`src/modbus_request_framer_assert.svh`:
```
// Assertion macros shared by the framer modules.
// Each macro expands to one labeled concurrent assertion that reports through $error.
`ifndef MODBUS_REQUEST_FRAMER_ASSERT_SVH
`define MODBUS_REQUEST_FRAMER_ASSERT_SVH

// The consequent must hold in the same cycle as the antecedent.
`define MRF_ASSERT_SAME(label, clk, rst, ante, cons, msg) \
   label: assert property (@(posedge clk) disable iff (rst) (ante) |-> (cons)) \
      else $error(msg);

// The consequent must hold in the cycle after the antecedent.
`define MRF_ASSERT_NEXT(label, clk, rst, ante, cons, msg) \
   label: assert property (@(posedge clk) disable iff (rst) (ante) |=> (cons)) \
      else $error(msg);

`endif

```
`src/mrf_pkg.sv`:
```
// Types, constants and the CRC-16 byte fold for the Modbus RTU request framer.
// No dependencies; every other file but the assertion header uses this package by scoped names.
package mrf_pkg;

   localparam logic [2:0] OP_READ_INPUT   = 3'd0;
   localparam logic [2:0] OP_READ_HOLDING = 3'd1;
   localparam logic [2:0] OP_WRITE_HEADER = 3'd2;
   localparam logic [2:0] OP_DATA_WORD    = 3'd3;

   localparam logic [7:0] FN_READ_INPUT   = 8'h04;
   localparam logic [7:0] FN_READ_HOLDING = 8'h03;
   localparam logic [7:0] FN_WRITE_MULTI  = 8'h10;

   localparam logic [6:0] READ_MAX_WORDS  = 7'd125;
   localparam logic [6:0] WRITE_MAX_WORDS = 7'd123;

   localparam logic [15:0] CRC_SEED = 16'hFFFF;
   localparam logic [15:0] CRC_POLY = 16'hA001;

   typedef struct packed {
      logic [2:0]  op;
      logic [7:0]  unit;
      logic [15:0] reg_address;
      logic [6:0]  word_count;
      logic [15:0] data_word;
   } req_type;

   typedef struct packed {
      logic [7:0] frame_byte;
      logic       last;
      logic       error;
   } rsp_type;

   typedef enum logic [1:0] {
      KIND_ERROR,
      KIND_READ,
      KIND_WRITE_HEADER,
      KIND_DATA
   } kind_type;

   // One classified command. For a data word, word holds the data value;
   // for a header it holds the register address.
   typedef struct packed {
      kind_type    kind;
      logic [7:0]  unit;
      logic [7:0]  func;
      logic [15:0] word;
      logic [6:0]  count;
      logic        tail;
   } cmd_type;

   function automatic logic [15:0] crc_fold(input logic [15:0] crc, input logic [7:0] b);
      logic [15:0] r;
      r = crc ^ {8'h00, b};
      for (int k = 0; k < 8; k++) begin
         r = r[0] ? ((r >> 1) ^ CRC_POLY) : (r >> 1);
      end
      return r;
   endfunction

endpackage

```
`src/modbus_request_framer.sv`:
```
// Modbus RTU request framer: requests in, frame bytes with trailing CRC-16 out.
// Path: the first byte of a request passes through the command queue and then the result
// buffer before it reaches the result ports.
// Throughput: one frame byte per cycle while the result buffer has room; a read frame is 8
// bytes, a write header 7 (9 with zero count), a data word 2 (4 with the closing CRC), an error 1.
// Reset: synchronous; empties both queues, closes any pending write and reseeds the CRC.
module modbus_request_framer #(
   parameter int CMD_DEPTH = 2
) (
   input  logic               clock,
   input  logic               reset,
   input  logic               push,
   output logic               full,
   input  mrf_pkg::req_type   req_item,
   output logic               empty,
   input  logic               pop,
   output mrf_pkg::rsp_type   rsp_item
);

   logic             accept, cmd_push, cmd_pop, cmd_empty;
   mrf_pkg::cmd_type cmd_in, cmd_out;

   assign accept = push && !full;

   mrf_front u_front (
      .clock    (clock),
      .reset    (reset),
      .accept   (accept),
      .req_item (req_item),
      .cmd_push (cmd_push),
      .cmd_item (cmd_in)
   );

   mrf_cmd_queue #(
      .DEPTH (CMD_DEPTH)
   ) u_queue (
      .clock   (clock),
      .reset   (reset),
      .wr_en   (cmd_push),
      .wr_data (cmd_in),
      .rd_en   (cmd_pop),
      .rd_data (cmd_out),
      .full    (full),
      .empty   (cmd_empty)
   );

   mrf_back u_back (
      .clock     (clock),
      .reset     (reset),
      .cmd_empty (cmd_empty),
      .cmd_item  (cmd_out),
      .cmd_pop   (cmd_pop),
      .pop       (pop),
      .empty     (empty),
      .rsp_item  (rsp_item)
   );

endmodule

```
`src/mrf_front.sv`:
```
// Front end: accepts request beats, tracks the open write and classifies each beat.
// Depends on mrf_pkg.
module mrf_front (
   input  logic               clock,
   input  logic               reset,
   input  logic               accept,
   input  mrf_pkg::req_type   req_item,
   output logic               cmd_push,
   output mrf_pkg::cmd_type   cmd_item
);

   logic [6:0] words_left_ff, words_left_in;

   always_comb begin
      words_left_in  = words_left_ff;
      cmd_item.kind  = mrf_pkg::KIND_ERROR;
      cmd_item.unit  = req_item.unit;
      cmd_item.func  = mrf_pkg::FN_WRITE_MULTI;
      cmd_item.word  = req_item.reg_address;
      cmd_item.count = req_item.word_count;
      cmd_item.tail  = 1'b0;
      unique case (req_item.op)
         mrf_pkg::OP_READ_INPUT, mrf_pkg::OP_READ_HOLDING: begin
            words_left_in = '0;
            cmd_item.func = (req_item.op == mrf_pkg::OP_READ_INPUT) ?
                            mrf_pkg::FN_READ_INPUT : mrf_pkg::FN_READ_HOLDING;
            if (req_item.word_count <= mrf_pkg::READ_MAX_WORDS) begin
               cmd_item.kind = mrf_pkg::KIND_READ;
               cmd_item.tail = 1'b1;
            end
         end
         mrf_pkg::OP_WRITE_HEADER: begin
            words_left_in = '0;
            if (req_item.word_count <= mrf_pkg::WRITE_MAX_WORDS) begin
               cmd_item.kind = mrf_pkg::KIND_WRITE_HEADER;
               cmd_item.tail = (req_item.word_count == '0);
               words_left_in = req_item.word_count;
            end
         end
         mrf_pkg::OP_DATA_WORD: begin
            // A stray word leaves the pending write state alone.
            if (words_left_ff != '0) begin
               cmd_item.kind = mrf_pkg::KIND_DATA;
               cmd_item.word = req_item.data_word;
               cmd_item.tail = (words_left_ff == 7'd1);
               words_left_in = words_left_ff - 7'd1;
            end
         end
         default: begin
            words_left_in = '0;
         end
      endcase
   end

   assign cmd_push = accept;

   always_ff @(posedge clock) begin
      if (reset) begin
         words_left_ff <= '0;
      end else if (accept) begin
         words_left_ff <= words_left_in;
      end
   end

endmodule

```
`src/mrf_cmd_queue.sv`:
```
// Short command queue between the front end and the byte sequencer.
// Depends on mrf_pkg; DEPTH must be at least 2.
module mrf_cmd_queue #(
   parameter int DEPTH = 2
) (
   input  logic               clock,
   input  logic               reset,
   input  logic               wr_en,
   input  mrf_pkg::cmd_type   wr_data,
   input  logic               rd_en,
   output mrf_pkg::cmd_type   rd_data,
   output logic               full,
   output logic               empty
);

   localparam int PW = $clog2(DEPTH);
   localparam int CW = $clog2(DEPTH + 1);

   mrf_pkg::cmd_type slot_ff [DEPTH];
   logic [PW-1:0] wr_ptr_ff, rd_ptr_ff;
   logic [CW-1:0] count_ff;
   logic          do_wr, do_rd;

   assign full    = (count_ff == CW'(DEPTH));
   assign empty   = (count_ff == '0);
   assign do_wr   = wr_en && !full;
   assign do_rd   = rd_en && !empty;
   assign rd_data = slot_ff[rd_ptr_ff];

   always_ff @(posedge clock) begin
      if (do_wr) begin
         slot_ff[wr_ptr_ff] <= wr_data;
      end
   end

   always_ff @(posedge clock) begin
      if (reset) begin
         wr_ptr_ff <= '0;
         rd_ptr_ff <= '0;
         count_ff  <= '0;
      end else begin
         if (do_wr) begin
            wr_ptr_ff <= (wr_ptr_ff == PW'(DEPTH - 1)) ? '0 : wr_ptr_ff + 1'b1;
         end
         if (do_rd) begin
            rd_ptr_ff <= (rd_ptr_ff == PW'(DEPTH - 1)) ? '0 : rd_ptr_ff + 1'b1;
         end
         if (do_wr && !do_rd) begin
            count_ff <= count_ff + 1'b1;
         end else if (do_rd && !do_wr) begin
            count_ff <= count_ff - 1'b1;
         end
      end
   end

endmodule

```
`src/mrf_back.sv`:
```
// Back end: walks each command byte by byte, keeps the running CRC-16 and
// feeds a two-entry result buffer. Depends on mrf_pkg and the assertion header.
`include "modbus_request_framer_assert.svh"

module mrf_back (
   input  logic               clock,
   input  logic               reset,
   input  logic               cmd_empty,
   input  mrf_pkg::cmd_type   cmd_item,
   output logic               cmd_pop,
   input  logic               pop,
   output logic               empty,
   output mrf_pkg::rsp_type   rsp_item
);

   logic [3:0]  idx_ff, idx_in;
   logic [15:0] crc_ff, crc_in;

   mrf_pkg::rsp_type out_ff [2];
   logic       wr_ptr_ff, rd_ptr_ff;
   logic [1:0] count_ff;

   logic [3:0]  payload_len, total_len;
   logic        has_tail, fold, tail_lo, tail_hi, done, step, do_pop;
   logic [15:0] crc_base;
   mrf_pkg::rsp_type beat;

   always_comb begin
      payload_len = 4'd1;
      has_tail    = 1'b0;
      unique case (cmd_item.kind)
         mrf_pkg::KIND_READ: begin
            payload_len = 4'd6;
            has_tail    = 1'b1;
         end
         mrf_pkg::KIND_WRITE_HEADER: begin
            payload_len = 4'd7;
            has_tail    = cmd_item.tail;
         end
         mrf_pkg::KIND_DATA: begin
            payload_len = 4'd2;
            has_tail    = cmd_item.tail;
         end
         default: begin
            payload_len = 4'd1;
            has_tail    = 1'b0;
         end
      endcase
      total_len = payload_len + (has_tail ? 4'd2 : 4'd0);
   end

   assign tail_lo = has_tail && (idx_ff == payload_len);
   assign tail_hi = has_tail && (idx_ff == payload_len + 4'd1);
   assign fold    = (cmd_item.kind != mrf_pkg::KIND_ERROR) && (idx_ff < payload_len);
   assign done    = (idx_ff == total_len - 4'd1);
   assign step    = !cmd_empty && (count_ff != 2'd2);
   assign cmd_pop = step && done;

   // Each read or write header starts a fresh frame, so its first byte folds into the seed.
   assign crc_base = ((idx_ff == '0) && (cmd_item.kind == mrf_pkg::KIND_READ ||
                      cmd_item.kind == mrf_pkg::KIND_WRITE_HEADER)) ?
                     mrf_pkg::CRC_SEED : crc_ff;

   always_comb begin
      beat.frame_byte = 8'h00;
      beat.last       = 1'b0;
      beat.error      = 1'b0;
      if (cmd_item.kind == mrf_pkg::KIND_ERROR) begin
         beat.last  = 1'b1;
         beat.error = 1'b1;
      end else if (tail_lo) begin
         beat.frame_byte = crc_ff[7:0];
      end else if (tail_hi) begin
         beat.frame_byte = crc_ff[15:8];
         beat.last       = 1'b1;
      end else if (cmd_item.kind == mrf_pkg::KIND_DATA) begin
         beat.frame_byte = idx_ff[0] ? cmd_item.word[7:0] : cmd_item.word[15:8];
      end else begin
         unique case (idx_ff)
            4'd0:    beat.frame_byte = cmd_item.unit;
            4'd1:    beat.frame_byte = cmd_item.func;
            4'd2:    beat.frame_byte = cmd_item.word[15:8];
            4'd3:    beat.frame_byte = cmd_item.word[7:0];
            4'd5:    beat.frame_byte = {1'b0, cmd_item.count};
            4'd6:    beat.frame_byte = {cmd_item.count, 1'b0};
            default: beat.frame_byte = 8'h00;
         endcase
      end
   end

   always_comb begin
      crc_in = crc_ff;
      idx_in = idx_ff;
      if (step) begin
         idx_in = done ? '0 : idx_ff + 4'd1;
         if (fold) begin
            crc_in = mrf_pkg::crc_fold(crc_base, beat.frame_byte);
         end else if (tail_hi) begin
            crc_in = mrf_pkg::CRC_SEED;
         end
      end
   end

   assign empty    = (count_ff == 2'd0);
   assign do_pop   = pop && !empty;
   assign rsp_item = out_ff[rd_ptr_ff];

   always_ff @(posedge clock) begin
      if (step) begin
         out_ff[wr_ptr_ff] <= beat;
      end
   end

   always_ff @(posedge clock) begin
      if (reset) begin
         idx_ff    <= '0;
         crc_ff    <= mrf_pkg::CRC_SEED;
         wr_ptr_ff <= 1'b0;
         rd_ptr_ff <= 1'b0;
         count_ff  <= 2'd0;
      end else begin
         idx_ff <= idx_in;
         crc_ff <= crc_in;
         if (step) begin
            wr_ptr_ff <= ~wr_ptr_ff;
         end
         if (do_pop) begin
            rd_ptr_ff <= ~rd_ptr_ff;
         end
         if (step && !do_pop) begin
            count_ff <= count_ff + 2'd1;
         end else if (do_pop && !step) begin
            count_ff <= count_ff - 2'd1;
         end
      end
   end

   `MRF_ASSERT_SAME(a_buffer_bound, clock, reset, 1'b1, count_ff != 2'd3, "result buffer overflow")
   `MRF_ASSERT_SAME(a_index_in_frame, clock, reset, !cmd_empty, idx_ff < total_len, "byte index past command")
   `MRF_ASSERT_NEXT(a_crc_reseed, clock, reset, step && tail_hi, crc_ff == mrf_pkg::CRC_SEED, "CRC not reseeded after frame")
   `MRF_ASSERT_SAME(a_error_is_last, clock, reset, !empty && rsp_item.error, rsp_item.last, "error beat without last")

endmodule
```
`config.mk`:
```
export PLATFORM = sky130hd
export DESIGN_NAME = modbus_request_framer
export DESIGN_NICKNAME = d
export VERILOG_FILES = /design/src/mrf_pkg.sv /design/src/modbus_request_framer.sv /design/src/mrf_front.sv /design/src/mrf_cmd_queue.sv /design/src/mrf_back.sv
export VERILOG_INCLUDE_DIRS = /design/src /design/src/src
export SDC_FILE = /design/constraint.sdc
export NUM_CORES = 1
export LEC_CHECK = 0
export BUFFER_PORTS_ARGS = -buffer_cell sky130_fd_sc_hd__buf_2
export CAP_MARGIN = 0
export CORE_MARGIN = 3
export CORE_UTILIZATION = 55
export DETAILED_ROUTE_END_ITERATION = 10
export PLACE_DENSITY_LB_ADDON = 0.05
export SLEW_MARGIN = 20
export SYNTH_ARGS = -nofsm -noshare
export SYNTH_HDL_FRONTEND = slang
export SYNTH_SLANG_ARGS = --single-unit
```
`constraint.sdc`:
```
create_clock -name clock -period 4.04 [get_ports clock]
set_input_delay 0 -clock clock [delete_from_list [all_inputs] [get_ports clock]]
set_output_delay 0 -clock clock [all_outputs]
set_load 0.02 [all_outputs]
```
### Word level (Yosys, flattened, before mapping)

Memories as Yosys holds them, arrays and structs flattened. A register that Yosys moved wholly into a read port is not among the register bits.
Index checks and enable logic that the tools add are counted.

* word-level logic and storage cells: 145
* output and inout port bits: 12
* bits in writable memories: 104
* memory bits (read-only): 0
* bits in latches: 0
* register bits: 35
* memories: 2

Memories
* u_queue.slot_ff: words 2, bits a word 42, rd ports 1, clocked after memory_dff 1, write ports 1, line mrf_cmd_queue.sv:19 `mrf_pkg::cmd_type slot_ff [DEPTH];`
* u_back.out_ff: words 2, bits a word 10, rd ports 1, clocked after memory_dff 1, write ports 1, line mrf_back.sv:19 `mrf_pkg::rsp_type out_ff [2];`

* divide/modulo/power cells: 0
* bitwise gates (word level): 11
* mux-type cells: 54
* equality and inequality tests: 18
* reduce and logical (&&, ||, !) cells: 37
* $mul: 0
* $add $sub $neg: 11
* shifts and indexed selects: 0
* magnitude comparators: 3

Operators by type and width (count)
* 2-to-1 mux 16 bit: 13
* 2-to-1 mux 8 bit: 6
* one-hot mux 8 bit (6 select lines): 1
* inverter 2 -> 3 bit: 8
* 2-to-1 mux 1 bit: 18
* XOR 16 x 8 -> 16 bit: 1
* less-or-equal comparator 7 bit, second input constant: 2
* logical AND 1 bit: 14
* 2-to-1 mux 2 bit: 7
* 2-to-1 mux 7 bit: 2
* one-hot mux 7 bit (2 select lines): 1
* one-hot mux 3 bit (3 select lines): 1
* == test 4 x 2 -> 1 bit, second input constant: 2
* == test 4 x 3 -> 1 bit, second input constant: 2
* == test 4 bit: 2
* nonzero test 2 bit: 4
* == test 7 x 1 -> 1 bit, second input constant: 1
* logical NOT 1 bit: 7
* logical NOT 7 bit: 1
* nonzero test 7 bit: 1
* subtractor 7 x 1 -> 7 bit, second input constant: 1
* == test 2 bit, second input constant: 3
* == test 3 x 2 -> 1 bit, second input constant: 2
* logical NOT 2 bit: 3
* 25 further kinds: 31

### Depth between registers and ports, before layout

* word-level depth: 26
* depth in mapped cells: 15

### Modules after synthesis

A second synthesis with hierarchy kept.

* cell total of the unflattened synthesis: 610
* area total of the unflattened synthesis: 7493.4 um^2

Modules (own cells, without submodules)
* mrf_cmd_queue: area each 3238.1 um^2, instances 1, cells each 156
* mrf_back: area each 3234.4 um^2, instances 1, cells each 333
* mrf_front: area each 1007.2 um^2, instances 1, cells each 120
* modbus_request_framer: area each 13.8 um^2, instances 1, cells each 1

### Worst setup path after synthesis

Ideal clock, no wire load.

* kind: register to register
* start: reg (tool-made name)
* end: reg u_back.crc_ff[0]
* period minus slack after synthesis: 3592 ps
* setup slack: 448 ps
* data required time: 3915 ps
* library setup time: 125 ps
* arrival: 3467 ps
* stages on the path, launching flop included: 15
* cell sequence: dfxtp_1 -> buf_6 -> mux2i_2 -> ha_1 -> inv_1 -> ha_1 -> nand4b_1 -> nand2b_1 -> buf_4 -> o221a_2 -> xnor2_2 -> xnor2_2 -> xnor3_2 -> nor4b_2 -> a211oi_1

RTL lines
* to (signal assigned): line mrf_back.sv:117 `crc_ff <= mrf_pkg::CRC_SEED;`
* to (signal assigned): line mrf_back.sv:123 `crc_ff <= crc_in;`
* to (decl): line mrf_back.sv:17 `logic [15:0] crc_ff, crc_in;`

==> summary.md <==
| Metric | Value |
|---|---|
| I/O pin total | 66 |
| Nets | 753 |
| Count of different cell masters after synthesis | 65 |
| Cells after Synth | 558 |
| Max Cap Viol | 0 |
| P&R area growth vs syn | 24.3% |
| Post-DP Area | 7120 sq um |
| Maximum vdd ir drop | 0.456 mV |
| Clk buf depth | 2 |
| Clock transition at path regs | 60 ps |
| Later-pin clock latency in the skew report | 410 ps |
| Period minus WS final | 3860 ps |
| Clock Skews | 10.9 ps |
| Total track usage | 23.2% |
| DRC Markers | 0 |
| GR Overflow Total | 0 |
| Final Cycle Share | 95.5% |
| Register area | 3560 sq um |
| Leak Pwr | 3.11 nW |
| Die width | 116 microns |
| Crit. End Element | flip-flop |
| Vias per cell | 5.65 |
| Status | finished clean |
| EDFF count, synth | 94 |
| Critical Path Fanout Max | 9 |
| Finished Core Util | 71.4% |
| Die area | 13500 sq um |
| R2r setup slk | 180 ps |
| Cts bufs inserted | 17 |
| RePlAce Congestion | 0.897 |
| Fill cell count | 807 |
| Antenna Cells | 0 |
| Seq/Total Area, Yosys | 53.2% |
| FMAX | 0.259 GHz |
| Mean Syn Cell Area | 12.0 sq um |
| Slew headroom | 29.2% |
| First-pass GRT wire length | 23.9 mm |
| Tot Pwr | 6.14 mW |
| Setup Viol. Count Final | 0 |
| Critical path class | reg2reg |
| PD cells | 738 nW/um^2 |
| Die Y | 116 microns |
| Initial antenna violation count | 0 |
| CP Launch Type | flip-flop |
| Synthesized flop and latch total | 131 |
| Yosys warnings | 0 |
| PortBufs | 65 |
| CTS tree | done |
| CTS H-tree lvls | 4 |
| Dpl hpwl | 9.86 mm |
| Post-synth ARST share | 0% |
| Final ANT Viol Nets | 0 |
| Routed via count | 4726 |
| Slew at the pin closest to its max-slew limit | 1060 ps |
| Most frequent cells in the layout | 94 x edfxtp_1, 65 x buf_2, 50 x dlygate4sd3_1 |
| Vias in the first global route | 4692 |
| Initial Utilization | 57.4% |
| Commonest non-fill, non-tap cell in the layout | edfxtp_1 |
| Largest net degree at the start of global routing | 38 |
| Share of layout cells above drive strength 1 | 25.0% |
| Mapped cell area | 6700 sq um |
| RSZ-0062 raised after global routing | no |
| Final Slew Violations | 0 |
| Final hold vios | 0 |
| CP arrival | 4150 ps |
| Worst EP required | 4330 ps |
| Post-route cell area | 8320 sq um |
| Core Area | 11700 sq um |
| TritonRoute pass-1 iters | 5 |
| Synth Net Count | 631 |
| Postcts setup bufs | 0 |
| Accumulated negative setup slack | 0 ps |
| Final Routed Wirelength | 14.9 mm |
| Clk sinks | 131 |
| Avg WL per Cell | 17.9 microns |
| Ys flop type | edfxtp_1 |
| DR iter-0 viols | 316 |
| Total area of multi-input combinational cells | 2910 sq um |
| Row count | 39 |
| Worst min-delay path class | in2reg |
| CTS Root Cell | clkbuf_16 |
| Worst hold start | pop |
-- worst paths after layout --
check,depth (start not counted),end
min reg2reg,2,u_front.words_left_ff[6]$_SDFFE_PP0P_
max reg2reg,13,u_back.crc_ff[0]$_SDFFE_PP1P_
min,4,u_back.rd_ptr_ff$_SDFFE_PP0P_
max,13,u_back.crc_ff[0]$_SDFFE_PP1P_
-- state kept, by name, summed over array words and instances, names as in the netlist, named ones only --
| signal | count |
|---|---|
| u_queue.slot_ff | 74 |
| u_back.out_ff | 20 |
| u_back.crc_ff | 16 |
| u_front.words_left_ff | 7 |
| u_back.idx_ff | 4 |
| u_back.count_ff | 2 |
| u_queue.count_ff | 2 |
| u_back.rd_ptr_ff | 1 |
| u_back.wr_ptr_ff | 1 |
| u_queue.rd_ptr_ff | 1 |
| u_queue.wr_ptr_ff | 1 |
-- kinds of logic after synthesis --
group | synth area share, %
AND/OR/NAND/NOR | 11.5
flip-flops | 53.2
AO/OA/AOI/OAI | 9.92
multiplexers | 11.0
XOR/XNOR | 7.03
buffers and inverters | 3.76
adder cells (fa/ha/maj) | 3.55
-- final cells by class --
| class | instances | area share [%] |
|---|---|---|
| well taps | 143 | 2.15 |
| clock buffers | 23 | 6.39 |
| clock inverters | 9 | 1.64 |
| flip-flops and latches | 131 | 42.8 |
| repair buffers | 127 | 11.2 |
| inverters | 20 | 0.902 |
| multi-input cells | 383 | 34.9 |
-- worst max-delay path, cell delays in order (launching register included) --
cell	delay [ps]
dfxtp_2	380
mux2i_4	340
inv_1	140
ha_1	230
xor2_1	270
a211o_1	280
nor2_8	80
nor3_1	450
o221a_2	340
xnor3_2	470
xor2_1	160
xnor3_2	290
nor4b_2	220
a211oi_1	80
-- per-stage QoR --
stage | worst slack, ps | hold WS (ps) | std cells
after global routing | 1.60 | 38.2 | 836
after floorplan | 448 | 98.9 | 558
after detailed placement | 258 | 194 | 753
after global placement | 367 | 188 | 753
after CTS | 264 | 2.38 | 835
final | 183 | 13.6 | 836
-- cell usage after synthesis, drive strengths merged (2+ instances only) --
library cell	n	share of area, %
a211oi	8	1.2
a21oi	22	1.6
a221oi	2	0.26
a31oi	3	0.28
a41oi	2	0.26
and2	2	0.19
and3	3	0.28
buf	13	1.7
clkbuf	11	0.92
dfxtp	37	11
edfxtp	94	42
ha	19	3.6
inv	19	1.1
mux2	33	5.6
mux2i	33	5.0
nand2	49	2.7
nand2b	3	0.28
nand3	8	0.60
nand3b	3	0.34
nor2	48	3.0
nor2b	3	0.28
nor3	19	1.5
nor3b	2	0.22
nor4b	4	0.71
o21ai	20	1.5
o221a	4	0.67
o221ai	3	0.58
o22ai	23	2.1
o2bb2ai	2	0.26
o31ai	2	0.22
or2	3	0.28
or3	2	0.19
or3b	4	0.52
xnor2	22	3.2
xnor3	3	1.0
xor2	19	2.8
-- power by group --
group / total (mW) / internal (mW) / switching [mW]
logic: 2.48 / 1.09 / 1.39
registers: 1.98 / 1.82 / 0.160
clock network: 1.69 / 1.12 / 0.572
total: 6.14 / 4.02 / 2.12
-- layer usage --
layer	vias to the layer above	global-route usage [%]	wire, microns
met5	-	0	0
met3	25	5.34	669
li1	2295	-	-
met4	0	8.04	289
met1	2278	29.6	6410
met2	128	39.0	7560
-- what timing repair did --
item	in CTS	in global routing
endpoints found under the hold margin	71	0
gates resized for setup	0	2
hold buffers	50	0
endpoints found under the setup margin	0	2
Power figures use the tool's default switching activity.
